--- config.mk ---
export PLATFORM = sky130hd
export DESIGN_NAME = indexed_ordered_list
export DESIGN_NICKNAME = d
export VERILOG_FILES = /design/src/rtl/iol_pkg.sv /design/src/rtl/indexed_ordered_list.sv /design/src/rtl/iol_store.sv
export VERILOG_INCLUDE_DIRS = /design/src /design/src/rtl
export SDC_FILE = /design/constraint.sdc
export NUM_CORES = 2
export LEC_CHECK = 0
export BUFFER_PORTS_ARGS = -buffer_cell sky130_fd_sc_hd__buf_2
export CELL_PAD_IN_SITES_DETAIL_PLACEMENT = 1
export CELL_PAD_IN_SITES_GLOBAL_PLACEMENT = 2
export CORE_MARGIN = 5
export CORE_UTILIZATION = 40
export DETAILED_ROUTE_END_ITERATION = 7
export PLACE_DENSITY = 0.73
export SYNTH_ARGS = -nofsm -noshare
export SYNTH_HDL_FRONTEND = slang
export SYNTH_SLANG_ARGS = --single-unit
--- constraint.sdc ---
create_clock -name clk -period 10.25 [get_ports clk]
set_input_delay 1.025 -clock clk [delete_from_list [all_inputs] [get_ports clk]]
set_output_delay 1.025 -clock clk [all_outputs]
set_load 0.005 [all_outputs]
--- src/rtl/indexed_ordered_list_assert.svh ---
// assertion macros used by the list rtl
`ifndef INDEXED_ORDERED_LIST_ASSERT_SVH
`define INDEXED_ORDERED_LIST_ASSERT_SVH

// expression holds on every clock outside reset
`define IOL_ASSERT_ALWAYS(label, clk_s, rst_s, expr) \
  label: assert property (@(posedge clk_s) disable iff (rst_s) (expr)) \
    else $error("list invariant violated");

// consequent holds in the same cycle as the antecedent
`define IOL_ASSERT_SAME(label, clk_s, rst_s, ante, cons) \
  label: assert property (@(posedge clk_s) disable iff (rst_s) (ante) |-> (cons)) \
    else $error("list same-cycle check failed");

// consequent holds in the cycle after the antecedent
`define IOL_ASSERT_NEXT(label, clk_s, rst_s, ante, cons) \
  label: assert property (@(posedge clk_s) disable iff (rst_s) (ante) |=> (cons)) \
    else $error("list next-cycle check failed");

`endif

--- src/rtl/iol_pkg.sv ---
package iol_pkg;

  // store geometry
  localparam int LIST_DEPTH = 64;
  localparam int DATA_WIDTH = 32;
  localparam int IDX_W      = $clog2(LIST_DEPTH);
  localparam int CNT_W      = $clog2(LIST_DEPTH + 1);

  // operation codes
  typedef enum logic [1:0] {
    OP_APPEND = 2'd0,
    OP_READ   = 2'd1,
    OP_REMOVE = 2'd2,
    OP_IGNORE = 2'd3
  } op_t;

  // result status codes
  typedef enum logic [1:0] {
    ST_OK        = 2'd0,
    ST_NOT_FOUND = 2'd1,
    ST_FULL      = 2'd2
  } status_t;

  // request from the control side to the store
  typedef struct packed {
    logic                  valid;
    op_t                   op;
    logic [IDX_W-1:0]      position;
    logic [CNT_W-1:0]      count;
    logic [DATA_WIDTH-1:0] word;
  } req_t;

  // completion from the store
  typedef struct packed {
    logic                  done;
    logic [DATA_WIDTH-1:0] rdata;
  } rsp_t;

endpackage

--- src/rtl/indexed_ordered_list.sv ---
// Ordered list of up to 64 words. An operation is taken when start is high and
// busy is low; its one result word is on word_out, status and length for the
// single cycle in which done is high, and must be captured then: the block
// cannot be stalled by the receiver. Append, a read or remove past the end,
// an append to a full list, the unused operation code and the removal of the
// last word give their result in the cycle after acceptance. A read waits for
// the store's read state and the memory's registered read port. A remove with
// words behind the removed one shifts each down one slot through the memory's
// registered read port and its write port, one word per cycle. busy is low
// again in the cycle that done is shown. No clearing pass is needed after reset.
`include "indexed_ordered_list_assert.svh"

module indexed_ordered_list (
  input  logic                           clk,
  input  logic                           rst,
  input  logic                           start,
  output logic                           busy,
  input  logic [1:0]                     operation,
  input  logic [iol_pkg::IDX_W-1:0]      position,
  input  logic [iol_pkg::DATA_WIDTH-1:0] word_in,
  output logic                           done,
  output logic [iol_pkg::DATA_WIDTH-1:0] word_out,
  output logic [1:0]                     status,
  output logic [iol_pkg::CNT_W-1:0]      length
);
  import iol_pkg::*;

  logic [CNT_W-1:0] item_count;
  logic [CNT_W-1:0] item_count_next;
  logic             pend_read;
  logic             accept;
  logic             full;
  logic             found;
  logic             has_tail;
  logic             wait_store;
  status_t          status_now;
  op_t              op;
  req_t             req;
  rsp_t             rsp;

  // decode the incoming word
  always_comb begin
    accept     = start && !busy;
    op         = op_t'(operation);
    full       = item_count == CNT_W'(LIST_DEPTH);
    found      = CNT_W'(position) < item_count;
    has_tail   = (CNT_W'(position) + CNT_W'(1)) < item_count;
    wait_store = 1'b0;
    status_now = ST_OK;
    item_count_next = item_count;
    req.valid  = 1'b0;
    case (op)
      OP_APPEND: begin
        if (full) begin
          status_now = ST_FULL;
        end else begin
          req.valid       = accept;
          item_count_next = item_count + CNT_W'(1);
        end
      end
      OP_READ: begin
        if (found) begin
          req.valid  = accept;
          wait_store = 1'b1;
        end else begin
          status_now = ST_NOT_FOUND;
        end
      end
      OP_REMOVE: begin
        if (found) begin
          item_count_next = item_count - CNT_W'(1);
          req.valid       = accept && has_tail;
          wait_store      = has_tail;
        end else begin
          status_now = ST_NOT_FOUND;
        end
      end
      default: status_now = ST_OK;
    endcase
    req.op       = op;
    req.position = position;
    req.count    = item_count;
    req.word     = word_in;
  end

  iol_store u_store (
    .clk (clk),
    .rst (rst),
    .req (req),
    .rsp (rsp)
  );

  // count, busy flag and result register
  always_ff @(posedge clk) begin
    if (rst) begin
      item_count <= '0;
      busy       <= 1'b0;
      done       <= 1'b0;
      pend_read  <= 1'b0;
    end else begin
      done <= 1'b0;
      if (accept) begin
        item_count <= item_count_next;
        pend_read  <= op == OP_READ;
        if (wait_store) begin
          busy <= 1'b1;
        end else begin
          done     <= 1'b1;
          word_out <= '0;
          status   <= status_now;
          length   <= item_count_next;
        end
      end else if (busy && rsp.done) begin
        busy     <= 1'b0;
        done     <= 1'b1;
        word_out <= pend_read ? rsp.rdata : '0;
        status   <= ST_OK;
        length   <= item_count;
      end
    end
  end

  // checks
  `IOL_ASSERT_ALWAYS(a_count_bound, clk, rst, item_count <= CNT_W'(LIST_DEPTH))
  `IOL_ASSERT_SAME(a_done_not_busy, clk, rst, done, !busy)
  `IOL_ASSERT_NEXT(a_accept_progress, clk, rst, accept, done || busy)
  `IOL_ASSERT_SAME(a_store_done_busy, clk, rst, rsp.done, busy)

endmodule

--- src/rtl/iol_store.sv ---
module iol_store (
  input  logic         clk,
  input  logic         rst,
  input  iol_pkg::req_t req,
  output iol_pkg::rsp_t rsp
);
  import iol_pkg::*;

  typedef enum logic [1:0] {
    S_IDLE,
    S_READ,
    S_SHIFT
  } state_t;

  state_t                state;
  logic [IDX_W-1:0]      shift_idx;
  logic [CNT_W-1:0]      cnt;
  logic [DATA_WIDTH-1:0] mem [LIST_DEPTH];
  logic [DATA_WIDTH-1:0] rdata;
  logic [IDX_W-1:0]      rd_addr;
  logic                  wr_en;
  logic [IDX_W-1:0]      wr_addr;
  logic [DATA_WIDTH-1:0] wr_data;
  logic                  last_step;

  // shift ends when the source of this step is the last held word
  always_comb begin
    last_step = (CNT_W'(shift_idx) + CNT_W'(2)) == cnt;
  end

  // read address: next source during a shift, else the requested slot (the one after it for a remove)
  always_comb begin
    case (state)
      S_SHIFT: rd_addr = shift_idx + IDX_W'(2);
      default: begin
        if (req.op == OP_REMOVE) begin
          rd_addr = req.position + IDX_W'(1);
        end else begin
          rd_addr = req.position;
        end
      end
    endcase
  end

  // write port: shifted word moves down one slot, or append at the tail
  always_comb begin
    wr_en   = 1'b0;
    wr_addr = shift_idx;
    wr_data = rdata;
    case (state)
      S_SHIFT: wr_en = 1'b1;
      S_IDLE: begin
        if (req.valid && req.op == OP_APPEND) begin
          wr_en   = 1'b1;
          wr_addr = req.count[IDX_W-1:0];
          wr_data = req.word;
        end
      end
      default: wr_en = 1'b0;
    endcase
  end

  // word memory, one write and one registered read per cycle
  always_ff @(posedge clk) begin
    if (wr_en) begin
      mem[wr_addr] <= wr_data;
    end
    rdata <= mem[rd_addr];
  end

  // sequencer
  always_ff @(posedge clk) begin
    if (rst) begin
      state <= S_IDLE;
    end else begin
      case (state)
        S_IDLE: begin
          if (req.valid) begin
            case (req.op)
              OP_READ: state <= S_READ;
              OP_REMOVE: begin
                state     <= S_SHIFT;
                shift_idx <= req.position;
                cnt       <= req.count;
              end
              default: state <= S_IDLE;
            endcase
          end
        end
        S_READ: state <= S_IDLE;
        S_SHIFT: begin
          if (last_step) begin
            state <= S_IDLE;
          end else begin
            shift_idx <= shift_idx + IDX_W'(1);
          end
        end
        default: state <= S_IDLE;
      endcase
    end
  end

  // completion
  always_comb begin
    rsp.done  = (state == S_READ) || (state == S_SHIFT && last_step);
    rsp.rdata = rdata;
  end

endmodule

==> summary.txt <==
Status
  • Status: completed

Min path
  • Hold crit path type: input pin to flip-flop

STA
  • Setup-failing EPs final: 0
  • Final min period: about 6.1 ns
  • Fin. Hold Viols: 0
  • Sum Neg Setup Slack: 0 ns
  • Worst Tran Pin Value: about 1.4 ns
  • Max-slew headroom: 8.29%
  • Max Slew Vio Count: 0
  • FMAX: between 150 and 200 MHz
  • Skew final: roughly 0.030 ns
  • Final Worst Setup Slack: ~4.2 ns
  • Final worst path period share: approximately three fifths
  • RSZ-0062 raised after global routing: no

Setup path
  • Crit-path cells: inv_1 -> ha_1 -> nor3b_1 -> a31oi_1 -> nor2_1 -> a221oi_4 -> buf_4 -> a21o_1 -> nand2_1 -> nor2_4
  • Crit path capture: u_store.mem[22][27]
  • CP Buf/Inv Count: 2
  • CP max stage cell: nor2_4
  • CP max FO: 38
  • Reg2reg end: u_store.mem[22][27]
  • Critical path capture point type: flip-flop
  • Worst Path Arrival: approximately 6.5 ns
  • Critical path class: flip-flop to flip-flop
  • CP startpoint: item_count[1]
  • Reg-to-Reg Start: item_count[1]
  • Required time of the critical path: 10.72 ns
  • R2r setup slk: ~4.2 ns
  • Crit path launch type: flip-flop
  • R2R cell count: 10
  • CP delay by family, top: simple AND/OR/NAND/NOR gates
  • Critical Path Stages: 10
  • CP peak stage delay: around 1.1 ns

Synth
  • Synth top cells by count: edfxtp_1, nand2_1, mux2i_1, a311oi_1, a211oi_1
  • Synth Instances: 5595
  • Yosys top cell by area: edfxtp_1
  • Top cell type's share of synthesized area: ~74%
  • Syn_nets: approximately 5700
  • EDFF count, synth: around 2100
  • Synth top area cells: edfxtp_1, nand2_1, mux2i_1
  • Seq cells post-synth: 2146
  • Distinct cells, synth: 67
  • Ys Warns: 0
  • Top FF cell, synth: edfxtp_1
  • Avg Inst Size Synth: 15.3 um^2
  • Synth async-reset ratio: 0%
  • Cell area after synthesis: between 80000 and 90000 um^2
  • Sequential area share after synthesis: between 70% and 80%
  • Top-count cell post-synth: edfxtp_1

Layout
  • Share of post-route cells with drive strength above 1: between 10% and 20%
  • Area of the multi-input gates: around 20000 um^2
  • Nets: approximately 5700
  • Sequential cell area: about 64000 um^2
  • Final Cell Area: 96500 um^2
  • Area growth, synth to finish: 13.1%
  • # fillers: between 20000 and 25000

Place
  • Port Buffers: 85
  • Placed cell areas: between 80000 and 90000 um^2
  • Post-Place Worst Slack: 3.53 ns
  • Gp weighted congestion: 0.839
  • Post-detail-place hpwl: about 150000 um

Power
  • Worst vdd ir: 0.157 mV
  • Clock Power Share: between 30 and 40%
  • Leakage Power: 0.0324 uW
  • Pwr Density: 212 nW/um^2
  • Switching share of power: between 20% and 30%
  • Pwr Total: between 20000 and 25000 uW
  • Combinational share of power: 11.4%
  • Reg power frac: 50.6%
  • Switching Power: approximately 5300 uW
  • Internal power: approximately 15000 uW

Detailed routing
  • Via density: 5.87
  • Final wirelength: between 200000 and 300000 um
  • Initial DRT Pass Iterations: 6
  • Post-route ant nets: 0
  • Routed WL per cell: 30.0 um
  • Via Count: between 50000 and 60000
  • DRT iter0 DRCs: around 5300
  • Number of remaining DRC errors: 0

Die
  • Row count: between 150 and 200
  • DIE WIDTH: between 400 and 500 um
  • Die area: 223000 um^2
  • Core Area: ~210000 um^2
  • Initial Utilization: just over 40%
  • # IOs: 86
  • Die H: between 400 and 500 um

Global routing
  • First-pass GRT wire length: around 370000 um
  • Largest net degree at the start of global routing: ~140
  • Number of global-route vias before repair: 51100
  • All-Layer GR Usage: between 20% and 30%
  • Grt ovf: 0
  • Antenna violations before repair: 13

Clocking
  • H-tree depth: 4
  • CTS tree: built
  • Root Driver: clkbuf_16
  • Hold_buf cts: 0
  • Clk Latency, worst-skew pair: approximately 0.87 ns
  • Postcts setup bufs: 0
  • Max clock buf depth: 3
  • Register clock-pin slew on the reported worst setup and hold paths: around 0.06 ns
  • Clock buffer count from CTS: roughly 210
  • Clock sinks: between 2000 and 2500
  • Cts repair resizes: 0

Run
  • MaxCap Viol Count: 0
## final cells by class
cell class | instances | area share [%]
Sequential cell | 2146 | 66.3
Multi-Input combinational cell | 2946 | 20.7
Clock buffer | 281 | 6.09
Tap cell | 2821 | 3.66
Timing Repair Buffer | 228 | 1.70
Clock inverter | 113 | 1.10
Inverter | 110 | 0.428
Antenna cell | 1 | 0.00259
## placed cells by master (no fill, tap or decap), types with 62 or more instances in the layout
cell type / instances
nand2_1: 1130
nor2_4: 66
buf_2: 85
clkbuf_16: 222
a311oi_1: 283
a211oi_1: 256
and3_1: 234
buf_4: 132
edfxtp_1: 2102
nand3_1: 84
nor4_1: 62
inv_1: 109
mux2i_1: 330
mux4_2: 62
o221ai_1: 64
## registers in the layout (all words and copies together) (netlist names)
signal	count
length	7
status	2
item_count	7
u_store.cnt	7
pend_read	1
busy	1
done	1
u_store.state	2
u_store.shift_idx	6
word_out	32
u_store.rdata	32
u_store.mem	2048
## layer usage
metal | wire (um) | vias up | GRT usage (%)
met1 | 112000 | 26900 | 32.2
met4 | 10000 | 0 | 8.45
met3 | 17800 | 352 | 3.83
li1 | - | 21800 | -
met2 | 120000 | 1713 | 35.8
met5 | 0 | - | 0
## power groups by stage
stage               combinational [uW]  sequential, uW  clock (uW)
floorplan                         1230           10500           0
global placement                  2270           10500           0
detailed placement                2340           10500           0
CTS                               2340           10400        7890
global route                      2470           10300        8280
finish                            2340           10400        7770
## through the flow
step | std cells | hold WS (ns) | util (%)
floorplan | 5595 | 0.403 | -
CTS | 8645 | 0.469 | 45.5
global placement | 8251 | 0.577 | 42.2
global route | 8646 | 0.508 | 45.5
finish | 8646 | 0.540 | 45.5
detailed placement | 8251 | 0.565 | 42.2
## kinds of logic after synthesis
family	synth area share (%)
AOI/OAI and AO/OA	7.42
xor gates and xnor gates	0.214
adders and majority gates	0.322
buffers and inverters	2.49
DFF	75.0
muxes	5.94
and+or+nand+nor	8.66
## how the worst min path moves through the flow
| stage | startpoint | slack [ns] | end | depth (start not counted) |
|---|---|---|---|---|
| final | rst | 0.54 | item_count[5] | 2 |
| after global routing | rst | 0.51 | item_count[5] | 2 |
| after CTS | rst | 0.47 | item_count[4] | 2 |
| after detailed placement | u_store.rdata[5] | 0.57 | word_out[5] | 1 |
| after global placement | u_store.rdata[5] | 0.58 | word_out[5] | 1 |
| after floorplan | item_count[3] | 0.40 | u_store.cnt[3] | 0 |
Power figures use the tool's default switching activity.
